<file path="src/sv/assert_macros.svh">
// Assertion macros used by the running statistics top level.
`ifndef ASSERT_MACROS_SVH
`define ASSERT_MACROS_SVH
`ifndef SYNTHESIS
// ante holds at an edge -> cons holds at the same edge
`define RSW_ASSERT_IMP(label, clk, rst, ante, cons) \
   label: assert property (@(posedge clk) disable iff (rst) (ante) |-> (cons)) \
      else $error("assertion failed");
// ante holds at an edge -> cons holds at the next edge
`define RSW_ASSERT_NXT(label, clk, rst, ante, cons) \
   label: assert property (@(posedge clk) disable iff (rst) (ante) |=> (cons)) \
      else $error("assertion failed");
`else
`define RSW_ASSERT_IMP(label, clk, rst, ante, cons)
`define RSW_ASSERT_NXT(label, clk, rst, ante, cons)
`endif
`endif

</file>
<file path="src/sv/rsw_pkg.sv">
// Types and constants shared by the running statistics block.
`timescale 1ns / 1ps
package rsw_pkg;

   // multiplier operand selects
   localparam logic [2:0] MS_SQ  = 3'd0;
   localparam logic [2:0] MS_A0  = 3'd1;
   localparam logic [2:0] MS_A1  = 3'd2;
   localparam logic [2:0] MS_B00 = 3'd3;
   localparam logic [2:0] MS_B01 = 3'd4;
   localparam logic [2:0] MS_B10 = 3'd5;
   localparam logic [2:0] MS_B11 = 3'd6;
   localparam logic [2:0] MS_D   = 3'd7;

   // divider operations
   localparam logic [1:0] OP_VAR  = 2'd0;
   localparam logic [1:0] OP_MEAN = 2'd1;
   localparam logic [1:0] OP_WM   = 2'd2;

   localparam logic [63:0] VAR_CAP  = 64'h4000_0000_0000_0000;
   localparam logic [39:0] MEAN_CAP = 40'hFF_FFFF_FFFF;

   typedef struct packed {
      logic       capture;
      logic       load;
      logic       update;
      logic       mul_go;
      logic [2:0] mul_sel;
      logic       diff;
      logic       div_start;
      logic [1:0] div_op;
      logic       sqrt_start;
      logic       out_load;
   } rsw_cmd_type;

   typedef struct packed {
      logic div_done;
      logic sqrt_done;
   } rsw_stat_type;

endpackage

</file>
<file path="src/sv/rsw_ctrl.sv">
// Sequencer for the running statistics block.
`timescale 1ns / 1ps
module rsw_ctrl (
   input  logic                  clock,
   input  logic                  reset,
   input  logic                  req_valid,
   output logic                  req_stall,
   output logic                  rsp_valid,
   input  logic                  rsp_stall,
   input  rsw_pkg::rsw_stat_type stat,
   output rsw_pkg::rsw_cmd_type  cmd
);

   localparam logic [3:0] S_IDLE     = 4'd0;
   localparam logic [3:0] S_LOAD     = 4'd1;
   localparam logic [3:0] S_UPD      = 4'd2;
   localparam logic [3:0] S_MUL      = 4'd3;
   localparam logic [3:0] S_DIFF     = 4'd4;
   localparam logic [3:0] S_DIV_GO   = 4'd5;
   localparam logic [3:0] S_DIV_WAIT = 4'd6;
   localparam logic [3:0] S_SQ_GO    = 4'd7;
   localparam logic [3:0] S_SQ_WAIT  = 4'd8;
   localparam logic [3:0] S_FIN      = 4'd9;

   localparam logic [2:0] MUL_STEPS = 3'd7;

   logic [3:0] state_ff, state_in;
   logic [2:0] mcnt_ff, mcnt_in;
   logic [1:0] op_ff, op_in;
   logic       rsp_valid_ff, rsp_valid_in;

   assign req_stall = (state_ff != S_IDLE);
   assign rsp_valid = rsp_valid_ff;

   always_comb begin
      cmd      = '0;
      state_in = state_ff;
      mcnt_in  = mcnt_ff;
      op_in    = op_ff;
      case (state_ff)
         S_IDLE: begin
            if (req_valid) begin
               cmd.capture = 1'b1;
               state_in    = S_LOAD;
            end
         end
         S_LOAD: begin
            cmd.load = 1'b1;
            state_in = S_UPD;
         end
         S_UPD: begin
            cmd.update = 1'b1;
            mcnt_in    = '0;
            state_in   = S_MUL;
         end
         S_MUL: begin
            if (mcnt_ff != MUL_STEPS) begin
               cmd.mul_go = 1'b1;
               mcnt_in    = mcnt_ff + 3'd1;
               case (mcnt_ff)
                  3'd0:    cmd.mul_sel = rsw_pkg::MS_A0;
                  3'd1:    cmd.mul_sel = rsw_pkg::MS_A1;
                  3'd2:    cmd.mul_sel = rsw_pkg::MS_B00;
                  3'd3:    cmd.mul_sel = rsw_pkg::MS_B01;
                  3'd4:    cmd.mul_sel = rsw_pkg::MS_B10;
                  3'd5:    cmd.mul_sel = rsw_pkg::MS_B11;
                  default: cmd.mul_sel = rsw_pkg::MS_D;
               endcase
            end else begin
               state_in = S_DIFF;   // last product lands this cycle
            end
         end
         S_DIFF: begin
            cmd.diff = 1'b1;
            op_in    = rsw_pkg::OP_VAR;
            state_in = S_DIV_GO;
         end
         S_DIV_GO: begin
            cmd.div_start = 1'b1;
            cmd.div_op    = op_ff;
            state_in      = S_DIV_WAIT;
         end
         S_DIV_WAIT: begin
            if (stat.div_done) begin
               case (op_ff)
                  rsw_pkg::OP_VAR: begin
                     op_in    = rsw_pkg::OP_MEAN;
                     state_in = S_DIV_GO;
                  end
                  rsw_pkg::OP_MEAN: begin
                     op_in    = rsw_pkg::OP_WM;
                     state_in = S_DIV_GO;
                  end
                  default: state_in = S_SQ_GO;
               endcase
            end
         end
         S_SQ_GO: begin
            cmd.sqrt_start = 1'b1;
            state_in       = S_SQ_WAIT;
         end
         S_SQ_WAIT: begin
            if (stat.sqrt_done) state_in = S_FIN;
         end
         S_FIN: begin
            // wait for the output word to be free
            if (!rsp_valid_ff || !rsp_stall) begin
               cmd.out_load = 1'b1;
               state_in     = S_IDLE;
            end
         end
         default: state_in = S_IDLE;
      endcase
   end

   always_comb begin
      rsp_valid_in = rsp_valid_ff;
      if (cmd.out_load) rsp_valid_in = 1'b1;
      else if (!rsp_stall) rsp_valid_in = 1'b0;
   end

   always_ff @(posedge clock) begin
      if (reset) begin
         state_ff     <= S_IDLE;
         mcnt_ff      <= '0;
         op_ff        <= rsw_pkg::OP_VAR;
         rsp_valid_ff <= 1'b0;
      end else begin
         state_ff     <= state_in;
         mcnt_ff      <= mcnt_in;
         op_ff        <= op_in;
         rsp_valid_ff <= rsp_valid_in;
      end
   end

endmodule

</file>
<file path="config.mk">
export PLATFORM = sky130hd
export DESIGN_NAME = rsw_ctrl
export DESIGN_NICKNAME = d
export VERILOG_FILES = /design/src/sv/assert_macros.svh /design/src/sv/rsw_pkg.sv /design/src/sv/rsw_ctrl.sv
export SDC_FILE = /design/constraint.sdc
export NUM_CORES = 1
export LEC_CHECK = 0
export ABC_AREA = 0
export BUFFER_PORTS_ARGS = -buffer_cell sky130_fd_sc_hd__buf_2
export CORE_UTILIZATION = 53
export CTS_CLUSTER_SIZE = 25
export DETAILED_ROUTE_END_ITERATION = 6
export PLACE_DENSITY = 0.82
export SKIP_LAST_GASP = 1
export SYNTH_ARGS = -nofsm -noshare
export SYNTH_HDL_FRONTEND = slang
export SYNTH_SLANG_ARGS = --single-unit
</file>
<file path="constraint.sdc">
create_clock -name clock -period 2.65 [get_ports clock]
set_input_delay 0.3975 -clock clock [delete_from_list [all_inputs] [get_ports clock]]
set_output_delay 0.3975 -clock clock [all_outputs]
set_load 0.05 [all_outputs]
</file>
Word-level counts from Yosys, hierarchy flattened:

Index checks and enable logic that the tools add are counted.

* register bits: 10
* latch bits: 0
* RAM bits: 0
* memory bits (read-only): 0
* input port bits: 6
* output and inout port bits: 15
* word-level logic and storage cells: 68
* memories: 0

* add/subtract/negate cells: 1
* multipliers: 0
* div/mod/pow operators: 0
* $lt $le $gt $ge: 0
* equality and inequality tests: 24
* shift operators: 0
* mux-type cells: 26
* bitwise logic cells: 0
* reductions and logical operators: 13

Operators with widths (number)
* 4-bit case mux with 10 select lines: 1
* 4-bit 2-to-1 mux: 7
* 3-bit case mux with 6 select lines: 1
* 4-bit by 3-bit == test with 1-bit output, second input constant: 4
* 2-bit != test, second input constant: 6
* 1-bit 2-to-1 mux: 10
* 4-bit by 2-bit == test with 1-bit output, second input constant: 2
* 4-bit == test, second input constant: 2
* 2-bit case mux with 2 select lines: 2
* 3-bit by 2-bit == test with 1-bit output, second input constant: 2
* 3-bit == test, second input constant: 2
* 3-bit 2-to-1 mux: 2
* 3-bit != test, second input constant: 2
* 3-bit case mux with 2 select lines: 1
* 5-bit AND reduction: 1
* 4-bit by 1-bit == test with 1-bit output, second input constant: 1
* 4-bit zero test: 1
* 2-bit 2-to-1 mux: 2
* 2-bit nonzero test: 2
* 4-bit nonzero test: 1
* 3-bit by 1-bit adder with 3-bit output, second input constant: 1
* 3-bit by 1-bit == test with 1-bit output, second input constant: 1
* 3-bit zero test: 1
* 3-bit AND reduction: 1
* 7 further kinds: 8

Logic depth before layout (Yosys ltp):

Gate-level depths: netlist (run 1).

* word-level depth: 5
* depth in mapped cells: 6
* gate-level depth less buffers: 6

Worst setup path after synthesis (run 1):

No wires, ideal clock.

* path kind: flip-flop to output port
* from: register state_ff[1]
* to: output port cmd[10] (netlist name)
* data arrival time: 2302 ps
* required time: 2253 ps
* setup slack: -50 ps
* cell stages (with the launch flop): 3
* path buffers: 1
* cells stage by stage: dfxtp_1 > clkbuf_1 > nor4b_1

RTL lines
* start: declaration: line rsw_ctrl.sv:27 `logic [3:0] state_ff, state_in;`
* start signal: assignment: line rsw_ctrl.sv:129 `state_ff <= state_in;`
* end: declaration: line rsw_ctrl.sv:11 `output rsw_pkg::rsw_cmd_type cmd`

==> results of run 1 <==
==> layer usage <==
layer	wire, um	vias up
met5	0	-
met4	27	0
met3	73	4
met2	750	22
met1	727	323
li1	-	369
==> layout by cell type (no fill, tap or decap) <==
| master | n |
|---|---|
| a211o_1 | 2 |
| a211oi_2 | 2 |
| a21oi_1 | 9 |
| a31o_1 | 1 |
| a41oi_1 | 1 |
| and2_1 | 3 |
| and3_1 | 2 |
| buf_2 | 20 |
| clkbuf_4 | 3 |
| clkbuf_8 | 1 |
| dfxtp_1 | 10 |
| ha_1 | 6 |
| inv_1 | 5 |
| mux2_2 | 1 |
| mux2i_1 | 2 |
| nand2_1 | 4 |
| nand2b_1 | 2 |
| nand3_1 | 1 |
| nand3b_1 | 3 |
| nand4b_1 | 1 |
| nand4bb_1 | 1 |
| nor2_1 | 12 |
| nor2b_1 | 3 |
| nor3_1 | 5 |
| nor4b_2 | 1 |
| o211ai_1 | 1 |
| o21a_1 | 3 |
| o21ai_0 | 2 |
| o21ai_1 | 1 |
| o41ai_1 | 1 |
| or3_1 | 1 |
| or3b_1 | 1 |
| or3b_4 | 1 |
==> power groups by stage <==
stage / combinational [mW] / clock [mW] / sequential (mW)
6_report: 0.237 / 0.140 / 0.207
5_1_grt: 0.254 / 0.148 / 0.214
2_1_floorplan: 0.215 / 0 / 0.182
3_3_place_gp: 0.230 / 0 / 0.207
4_1_cts: 0.237 / 0.141 / 0.206
3_5_place_dp: 0.236 / 0 / 0.210
==> sequential cells by signal, indices dropped and copies added (netlist names) <==
register and cells:
mcnt_ff 3, rsp_valid 1, op_ff 2, state_ff 4
==> worst max path at each step <==
stage	to	slack, ps	from	depth (start not counted)
global placement	cmd[7]	760	state_ff[0]	4
global route	cmd[8]	190	state_ff[0]	4
detailed placement	cmd[6]	660	state_ff[0]	4
finish	cmd[6]	370	state_ff[0]	4
CTS	cmd[6]	380	state_ff[0]	4
floorplan	cmd[6]	220	mcnt_ff[0]	4
==> cells in the mapped netlist (2+ instances only) <==
cell type	instances	area [um^2]
a211o_1	2	17.5
a211oi_2	2	25.0
a21oi_1	9	45.0
and2_1	3	18.8
and3_1	2	12.5
clkbuf_1	4	15.0
dfxtp_1	10	200
ha_1	6	75.1
inv_1	5	18.8
mux2i_1	2	20.0
nand2_1	4	15.0
nand2b_1	2	12.5
nand3b_1	3	22.5
nor2_1	12	45.0
nor2b_1	3	18.8
nor3_1	5	25.0
o21a_1	3	22.5
o21ai_0	2	10.0
==> logic make-up after synthesis <==
family,count (synthesis),synth area share
simple gates,41,0.310
fa+ha+maj,6,0.101
mux,3,0.0422
flops,10,0.270
buf+inv,11,0.0624
compound gates,23,0.214
==> cell type report <==
| cell class | count | area [um^2] |
|---|---|---|
| inverter | 5 | 18.8 |
| timing repair buffer | 20 | 100 |
| fill | 111 | 425 |
| tap | 15 | 18.8 |
| multi-input combinational | 73 | 502 |
| sequential | 10 | 200 |
| clock buffer | 4 | 36.3 |
==> worst max-delay path, stage by stage, from the launching register on <==
cell and delay, ps:
dfxtp_1 650, nand4bb_1 280, nor2_1 270, o21a_1 150, buf_2 250
==> per-stage QoR <==
step	hold slack, ps	setup slack (ps)	instances	instance area (um^2)	total power, mW
after detailed placement	498	664	123	840	0.446
after floorplan	466	218	94	748	0.396
after global placement	486	763	123	840	0.437
after global routing	456	189	127	876	0.615
after CTS	441	383	127	876	0.584
final	445	373	127	876	0.584
==> results by group, run 1 <==
Run status
  • Status: complete, no violations

Pwr
  • Power density over the cells: 666 nW/um^2
  • Net switching power figure: 0.264 mW
  • Static power due to leakage: 0.404 nW
  • Net switching share of the total power: 0.452
  • Proportion of power drawn by combinational gates: 0.406
  • Worst supply voltage drop on vdd: 674 uV
  • Internal power consumption: 0.320 mW
  • Fraction of power consumed by sequential logic: 0.354
  • Clk pwr share: 0.240

Critical path
  • Startpoint of the worst register-to-register path: mcnt_ff[0]
  • WP data required: 2250 ps
  • Type of element capturing the critical path: output pin
  • Endpoint of the worst-slack reg-to-reg timing path: state_ff[0]
  • Launching element type of the critical path: flop
  • Worst-case register-to-register setup slack: 990 ps
  • Endpoint arrival time on the critical path: 1880 ps
  • Maximum fanout encountered on the critical timing path: 17
  • Category of the most critical setup path: flop to output pin
  • Worst r2r path cells: 6

Drt
  • Overall routed net length: 1580 um
  • Post-route antenna net violation count: 0
  • DRC violation total after the first TritonRoute iteration: 11
  • First-pass iteration count of the detailed router: 4
  • Average detailed-routed wire length per instance: 12.4 um
  • Total number of vias: 718
  • Detailed-route DRC error count: 0
  • Vias per inst: 5.65

Synth
  • Warnings from Yosys: 0
  • Mean Syn Cell Area: 7.89 um^2
  • Share of async-settable or async-resettable flops after synthesis: 0
  • Nets in the synthesized netlist: 106
  • Register area share after synthesis: 0.270
  • Most used flip-flop cell after synthesis: dfxtp_1
  • Yosys reg bits: 10
  • Distinct cells, synth: 33
  • Cell count after synthesis: 94
  • Synthesized cell area: 742 um^2
  • Count of flip-flops with a built-in enable after synthesis: 0

Timing
  • RSZ-0062 raised after global routing: false
  • Highest clock frequency the design can meet: 439 MHz
  • Worst clock skew: 5.80 ps
  • Slew HR: 0.650
  • Transition at the pin with the smallest max-transition slack: 524 ps
  • Setup violations, final: 0
  • Share of the clock period used by the worst path: 0.859
  • Slew Limit Fails: 0
  • Summed negative setup slack over all endpoints: 0 ps
  • Minimum clock period after layout: 2280 ps
  • Final number of hold-violating endpoints: 0

Clocking
  • Root buffer cell: clkbuf_4
  • Post-CTS Resized: 0
  • Insertion delay of the later-clocked pin in the worst-skew pair: 270 ps
  • H-Tree Level Count: 1
  • Clock transition at path regs: 70 ps
  • Number of sinks handled by clock tree synthesis: 10
  • Number of buffers created by CTS: 3
  • Post-CTS setup buffer count: 0
  • # hold bufs at CTS: 0
  • TritonCTS clock tree: built
  • Maximum clock path buffer count: 2

Floorplanning
  • Number of primary I/O pins: 21
  • Initial core utilization: 0.570
  • Height of the chip: 39.4 um
  • Die ar.: 1550 um^2
  • # rows: 13
  • Placeable core region: 1300 um^2
  • Die Span X: 39.4 um

Global route
  • Antenna violations before repair: 0
  • Total routing usage reported by global routing: 0.248
  • Via count of the first global-routing pass: 613
  • Met1 track demand over resource in global routing: 0.298
  • First-pass GRT wire length: 2570 um
  • Met3 GRT Util: 0.0398
  • Overflow after GRT: 0
  • Gr busiest metal: met2
  • M2 GR Usage: 0.410
  • Largest net degree at the start of global routing: 18

Place
  • DP Wirelength: 1180 um
  • Count of buffers inserted at the top-level ports: 20
  • RD Place Congestion: 0.816

Min path
  • Worst hold-check path type: input pin to flop
  • Depth of the worst hold-timing path: 2
  • Worst Hold End: mcnt_ff[2]
  • Startpoint of the most critical hold path: reset

Flow run
  • Max_cap viols: 0

Layout
  • Final Net Count: 125
  • Fraction of final layout cells with drive strength greater than 1: 0.259
  • Diode count: 0
  • Area added between synthesis and finish: 18.0%
  • Final Core Density: 0.673
Note: power is estimated with default switching activity, not from simulation.
==> run 2, diff against run 1 <==
--- a/config.mk
+++ b/config.mk
@@ -7,7 +7,9 @@
 export LEC_CHECK = 0
 export ABC_AREA = 0
 export BUFFER_PORTS_ARGS = -buffer_cell sky130_fd_sc_hd__buf_2
-export CORE_UTILIZATION = 53
+export CELL_PAD_IN_SITES_DETAIL_PLACEMENT = 0
+export CELL_PAD_IN_SITES_GLOBAL_PLACEMENT = 1
+export CORE_UTILIZATION = 38
 export CTS_CLUSTER_SIZE = 25
 export DETAILED_ROUTE_END_ITERATION = 6
 export PLACE_DENSITY = 0.82
==> run 2 against run 1 <==
Against the previous run: wire length grew 1.1%; final area shrank 0.14%; critical path type unchanged; utilization shrank 18 points; critical endpoint is now cmd[7]; fmax shrank 0.89%; worst hold slack gained 4.2 ps; count of clock-buffer cells in the layout shrank 1.
==> results by group, run 2 (synthesis results as in run 1) <==
Pwr
  • Proportion of power drawn by combinational gates: 0.429
  • Power density over the cells: 623 nW/um^2
  • Fraction of power consumed by sequential logic: 0.381
  • Clk pwr share: 0.190
  • Net switching power figure: 0.256 mW
  • Static power due to leakage: 0.397 nW
  • Worst supply voltage drop on vdd: 567 uV
  • Internal power consumption: 0.289 mW
  • Net switching share of the total power: 0.470

Drt
  • Post-route antenna net violation count: 0
  • First-pass iteration count of the detailed router: 4
  • Vias per inst: 5.27
  • Overall routed net length: 1600 um
  • Total number of vias: 717
  • DRC violation total after the first TritonRoute iteration: 17
  • Average detailed-routed wire length per instance: 11.7 um
  • Detailed-route DRC error count: 0

Clocking
  • # hold bufs at CTS: 0
  • Post-CTS Resized: 0
  • H-Tree Level Count: 1
  • Maximum clock path buffer count: 2
  • TritonCTS clock tree: built
  • Root buffer cell: clkbuf_4
  • Number of sinks handled by clock tree synthesis: 10
  • Insertion delay of the later-clocked pin in the worst-skew pair: 260 ps
  • Number of buffers created by CTS: 3
  • Clock transition at path regs: 70 ps
  • Post-CTS setup buffer count: 0

Critical path
  • Critical Path Max Stage Delay: 650 ps
  • Maximum fanout encountered on the critical timing path: 17
  • Type of element capturing the critical path: output pin
  • Worst-case register-to-register setup slack: 980 ps
  • Endpoint of the worst-slack reg-to-reg timing path: state_ff[1]
  • Buffer and inverter count on the worst path: 1
  • Worst r2r path cells: 4
  • Endpoint arrival time on the critical path: 1900 ps
  • Launching element type of the critical path: flop
  • WP data required: 2250 ps
  • Worst path cell trace: nand4bb_1 -> nor2_1 -> o21a_1 -> buf_2
  • Cell family contributing the most delay on the critical path: flip-flops
  • Cell at the slowest stage of the critical path: dfxtp_1
  • Category of the most critical setup path: flop to output pin
  • Startpoint of the worst register-to-register path: state_ff[3]

Layout
  • Register ranked first by flip-flop count: state_ff
  • Design area: 875 um^2
  • Final Net Count: 125
  • # fillers: 193
  • Diode count: 0
  • Area added between synthesis and finish: 17.9%
  • Fraction of final layout cells with drive strength greater than 1: 0.252
  • Largest registers ranked by flip-flop count: state_ff x4, mcnt_ff x3, op_ff x2
  • Number of flip-flops in the largest register: 4
  • Most frequent cells in the layout: buf_2 (20), nor2_1 (12), dfxtp_1 (10)
  • Non-Filler Instances: 136
  • Most common library cell in the layout ignoring fill and taps: buf_2

Min path
  • Worst hold-check path type: input pin to flop
  • Depth of the worst hold-timing path: 2
  • Startpoint of the most critical hold path: reset
  • Worst Hold End: state_ff[0]

Floorplanning
  • # rows: 15
  • Initial core utilization: 0.416
  • Number of primary I/O pins: 21
  • Die ar.: 2130 um^2
  • Placeable core region: 1780 um^2
  • Die Span X: 46.2 um
  • Height of the chip: 46.2 um

Global route
  • Antenna violations before repair: 0
  • M2 GR Usage: 0.268
  • First-pass GRT wire length: 2590 um
  • Met3 GRT Util: 0.0588
  • Met1 track demand over resource in global routing: 0.221
  • Total routing usage reported by global routing: 0.172
  • Overflow after GRT: 0
  • Gr busiest metal: met2
  • Via count of the first global-routing pass: 614
  • Largest net degree at the start of global routing: 18

Place
  • DP Wirelength: 1150 um
  • Count of buffers inserted at the top-level ports: 20
  • RD Place Congestion: 0.800
  • Cell area after placement: 852 um^2
  • Post-placement cell count: 133

Timing
  • Share of the clock period used by the worst path: 0.867
  • Final number of hold-violating endpoints: 0
  • Minimum clock period after layout: 2300 ps
  • Slew Limit Fails: 0
  • Worst clock skew: 5.90 ps
  • Setup violations, final: 0
  • Slew HR: 0.655
  • Highest clock frequency the design can meet: 435 MHz
  • Summed negative setup slack over all endpoints: 0 ps
  • RSZ-0062 raised after global routing: false
  • Transition at the pin with the smallest max-transition slack: 516 ps

Flow run
  • Max_cap viols: 0

Run status
  • Status: complete, no violations
run 2: cell types whose count changed in the layout (fill, tap and decap cells not counted):
| cell | previous run | this run |
|---|---|---|
| clkbuf_8 | 1 | 0 |
run 2: layout make-up:
type,instances,area [um^2],area share
multi-input combinational,73,502,0.574
sequential,10,200,0.229
timing repair buffer,20,100,0.114
tap,25,31.3,0.0358
clock buffer,3,22.5,0.0258
inverter,5,18.8,0.0215
run 2: per-layer routing:
metal	share of wire	routed length, um	vias to the layer above
li1	-	-	369
met1	0.48	766	330
met2	0.47	755	16
met3	0.039	63	2
met4	0.0069	11	0
met5	0	0	-
run 2: how the worst max path moves through the flow:
stage,startpoint,cells past startpoint,slack (ps),end
floorplan,mcnt_ff[0],4,220,cmd[6]
finish,state_ff[0],4,350,cmd[7]
CTS,state_ff[0],4,350,cmd[7]
global placement,state_ff[0],4,720,cmd[8]
global route,state_ff[0],4,160,cmd[6]
detailed placement,state_ff[0],4,650,cmd[7]
run 2: power groups by stage:
stage | Clock [mW] | Sequential [mW] | Combinational [mW]
2_1_floorplan | 0 | 0.182 | 0.215
3_3_place_gp | 0 | 0.209 | 0.234
3_5_place_dp | 0 | 0.211 | 0.233
4_1_cts | 0.110 | 0.207 | 0.235
5_1_grt | 0.117 | 0.211 | 0.252
6_report | 0.103 | 0.208 | 0.234
run 2: per-stage QoR:
step | utilization | setup WS [ps] | hold slack [ps] | power, mW
final | 0.491 | 353 | 450 | 0.545
after global routing | 0.491 | 158 | 458 | 0.580
after CTS | 0.491 | 347 | 448 | 0.551
after detailed placement | 0.478 | 653 | 509 | 0.444
after global placement | 0.478 | 718 | 489 | 0.443
after floorplan | - | 218 | 466 | 0.396
run 2: worst register-to-register path: stages, from the launching register on:
cell and delay [ps]:
dfxtp_1 570, or3b_4 450, a211oi_2 320, a211o_1 150, a31o_1 140
==> run 3, diff against run 2 <==
--- a/config.mk
+++ b/config.mk
@@ -9,6 +9,7 @@
 export BUFFER_PORTS_ARGS = -buffer_cell sky130_fd_sc_hd__buf_2
 export CELL_PAD_IN_SITES_DETAIL_PLACEMENT = 0
 export CELL_PAD_IN_SITES_GLOBAL_PLACEMENT = 1
+export CORE_ASPECT_RATIO = 1.25
 export CORE_UTILIZATION = 38
 export CTS_CLUSTER_SIZE = 25
 export DETAILED_ROUTE_END_ITERATION = 6
==> run 3 against run 2 <==
Against the previous run: critical endpoint is now cmd[6]; via count fell by 0.98%; clock power rose by 38%; non-clock buffer count did not move; sequential cell count did not move; first-iteration DRC count fell by 12%; final cell count fell by 3.7%; count of clock-buffer cells in the layout rose by 1.
==> results by group, run 3 (synthesis results as in run 1) <==
Critical path
  • Worst r2r path cells: 6
  • Endpoint arrival time on the critical path: 1880 ps
  • Category of the most critical setup path: flop to output pin
  • Type of element capturing the critical path: output pin
  • Launching element type of the critical path: flop
  • WP data required: 2250 ps
  • Maximum fanout encountered on the critical timing path: 17

Timing
  • Slew HR: 0.649
  • Worst clock skew: 1.93 ps
  • Highest clock frequency the design can meet: 438 MHz
  • Summed negative setup slack over all endpoints: 0 ps
  • Minimum clock period after layout: 2280 ps
  • Final number of hold-violating endpoints: 0
  • RSZ-0062 raised after global routing: false
  • Hold Worst Slack: 439 ps
  • Setup violations, final: 0
  • Slew Limit Fails: 0
  • Transition at the pin with the smallest max-transition slack: 526 ps
  • Share of the clock period used by the worst path: 0.861

Pwr
  • Total Power: 0.584 mW
  • Static power due to leakage: 0.404 nW
  • Power density over the cells: 663 nW/um^2
  • Worst supply voltage drop on vdd: 363 uV

Floorplanning
  • Die ar.: 2130 um^2
  • # rows: 17
  • Die Span X: 41.5 um
  • Placeable core region: 1810 um^2
  • Number of primary I/O pins: 21
  • Height of the chip: 51.4 um
  • Initial core utilization: 0.410

Global route
  • Gr busiest metal: met2
  • Largest net degree at the start of global routing: 18
  • Via count of the first global-routing pass: 601
  • Met1 track demand over resource in global routing: 0.220
  • Total routing usage reported by global routing: 0.170
  • M2 GR Usage: 0.260
  • Overflow after GRT: 0
  • First-pass GRT wire length: 2710 um
  • Antenna violations before repair: 0
  • Met3 GRT Util: 0.0318

Layout
  • Diode count: 0
  • Fraction of final layout cells with drive strength greater than 1: 0.259
  • # fillers: 186
  • Area added between synthesis and finish: 18.7%
  • Most frequent cells in the layout: buf_2 (20), nor2_1 (12), dfxtp_1 (10)
  • Non-Filler Instances: 131
  • Final Net Count: 125
  • Register ranked first by flip-flop count: state_ff
  • Number of flip-flops in the largest register: 4
  • Largest registers ranked by flip-flop count: state_ff x4, mcnt_ff x3, op_ff x2
  • Most common library cell in the layout ignoring fill and taps: buf_2

Clocking
  • TritonCTS clock tree: built
  • Number of sinks handled by clock tree synthesis: 10
  • Insertion delay of the later-clocked pin in the worst-skew pair: 270 ps
  • Root buffer cell: clkbuf_4
  • Maximum clock path buffer count: 2
  • # hold bufs at CTS: 0
  • Post-CTS Resized: 0
  • Post-CTS setup buffer count: 0
  • Number of buffers created by CTS: 3
  • Clock transition at path regs: 70 ps
  • H-Tree Level Count: 1

Drt
  • Post-route antenna net violation count: 0
  • First-pass iteration count of the detailed router: 4
  • Vias per inst: 5.42
  • DRC violation total after the first TritonRoute iteration: 15
  • Total number of vias: 710
  • Average detailed-routed wire length per instance: 12.6 um
  • Detailed-route DRC error count: 0
  • Overall routed net length: 1660 um

Place
  • Post-placement cell count: 127
  • DP Wirelength: 1240 um
  • RD Place Congestion: 0.783
  • Count of buffers inserted at the top-level ports: 20

Min path
  • Worst hold-check path type: input pin to flop
  • Depth of the worst hold-timing path: 2

Flow run
  • Max_cap viols: 0

Run status
  • Status: complete, no violations
## run 3: cell types whose count changed in the layout (fill, tap and decap cells not counted)
cell | previous run | this run
clkbuf_8 | 0 | 1
## run 3: layout make-up
cell class,count,area [um^2],share of cell area
Timing Repair Buffer,20,100,0.114
Clock buffer,4,36.3,0.0412
Multi-Input combinational cell,73,502,0.570
Sequential cell,10,200,0.227
Tap cell,19,23.8,0.0270
Inverter,5,18.8,0.0213
## run 3: per-layer routing
layer,wire length (um),part of all wire
met4,37,0.022
met1,746,0.45
met2,810,0.49
met3,61,0.037
met5,0,0
## run 3: path summary, 6_finish.rpt
path | slack, ps | from | end
setup / recovery | 370 | state_ff[0] | cmd[6]
hold / removal | 440 | reset | rsp_valid
setup reg to reg | 960 | mcnt_ff[0] | state_ff[0]
hold reg to reg | 520 | op_ff[0] | op_ff[0]
## run 3: per-stage QoR
step	setup WS [ps]	area (um^2)	util
finish	369	881	0.487
global placement	735	845	0.467
floorplan	218	748	-
global route	142	881	0.487
CTS	368	881	0.487
detailed placement	672	845	0.467
## run 3: power by group
part	internal [mW]	leakage [nW]	switching (mW)
registers	0.163	0.0811	0.0449
clock network	0.0836	0.0210	0.0587
logic	0.0733	0.302	0.161
total	0.320	0.404	0.265
## run 3: critical path, stage by stage, from the launching register on
cell and delay [ps]:
dfxtp_1 650, nand4bb_1 280, nor2_1 270, o21a_1 160
buf_2 250
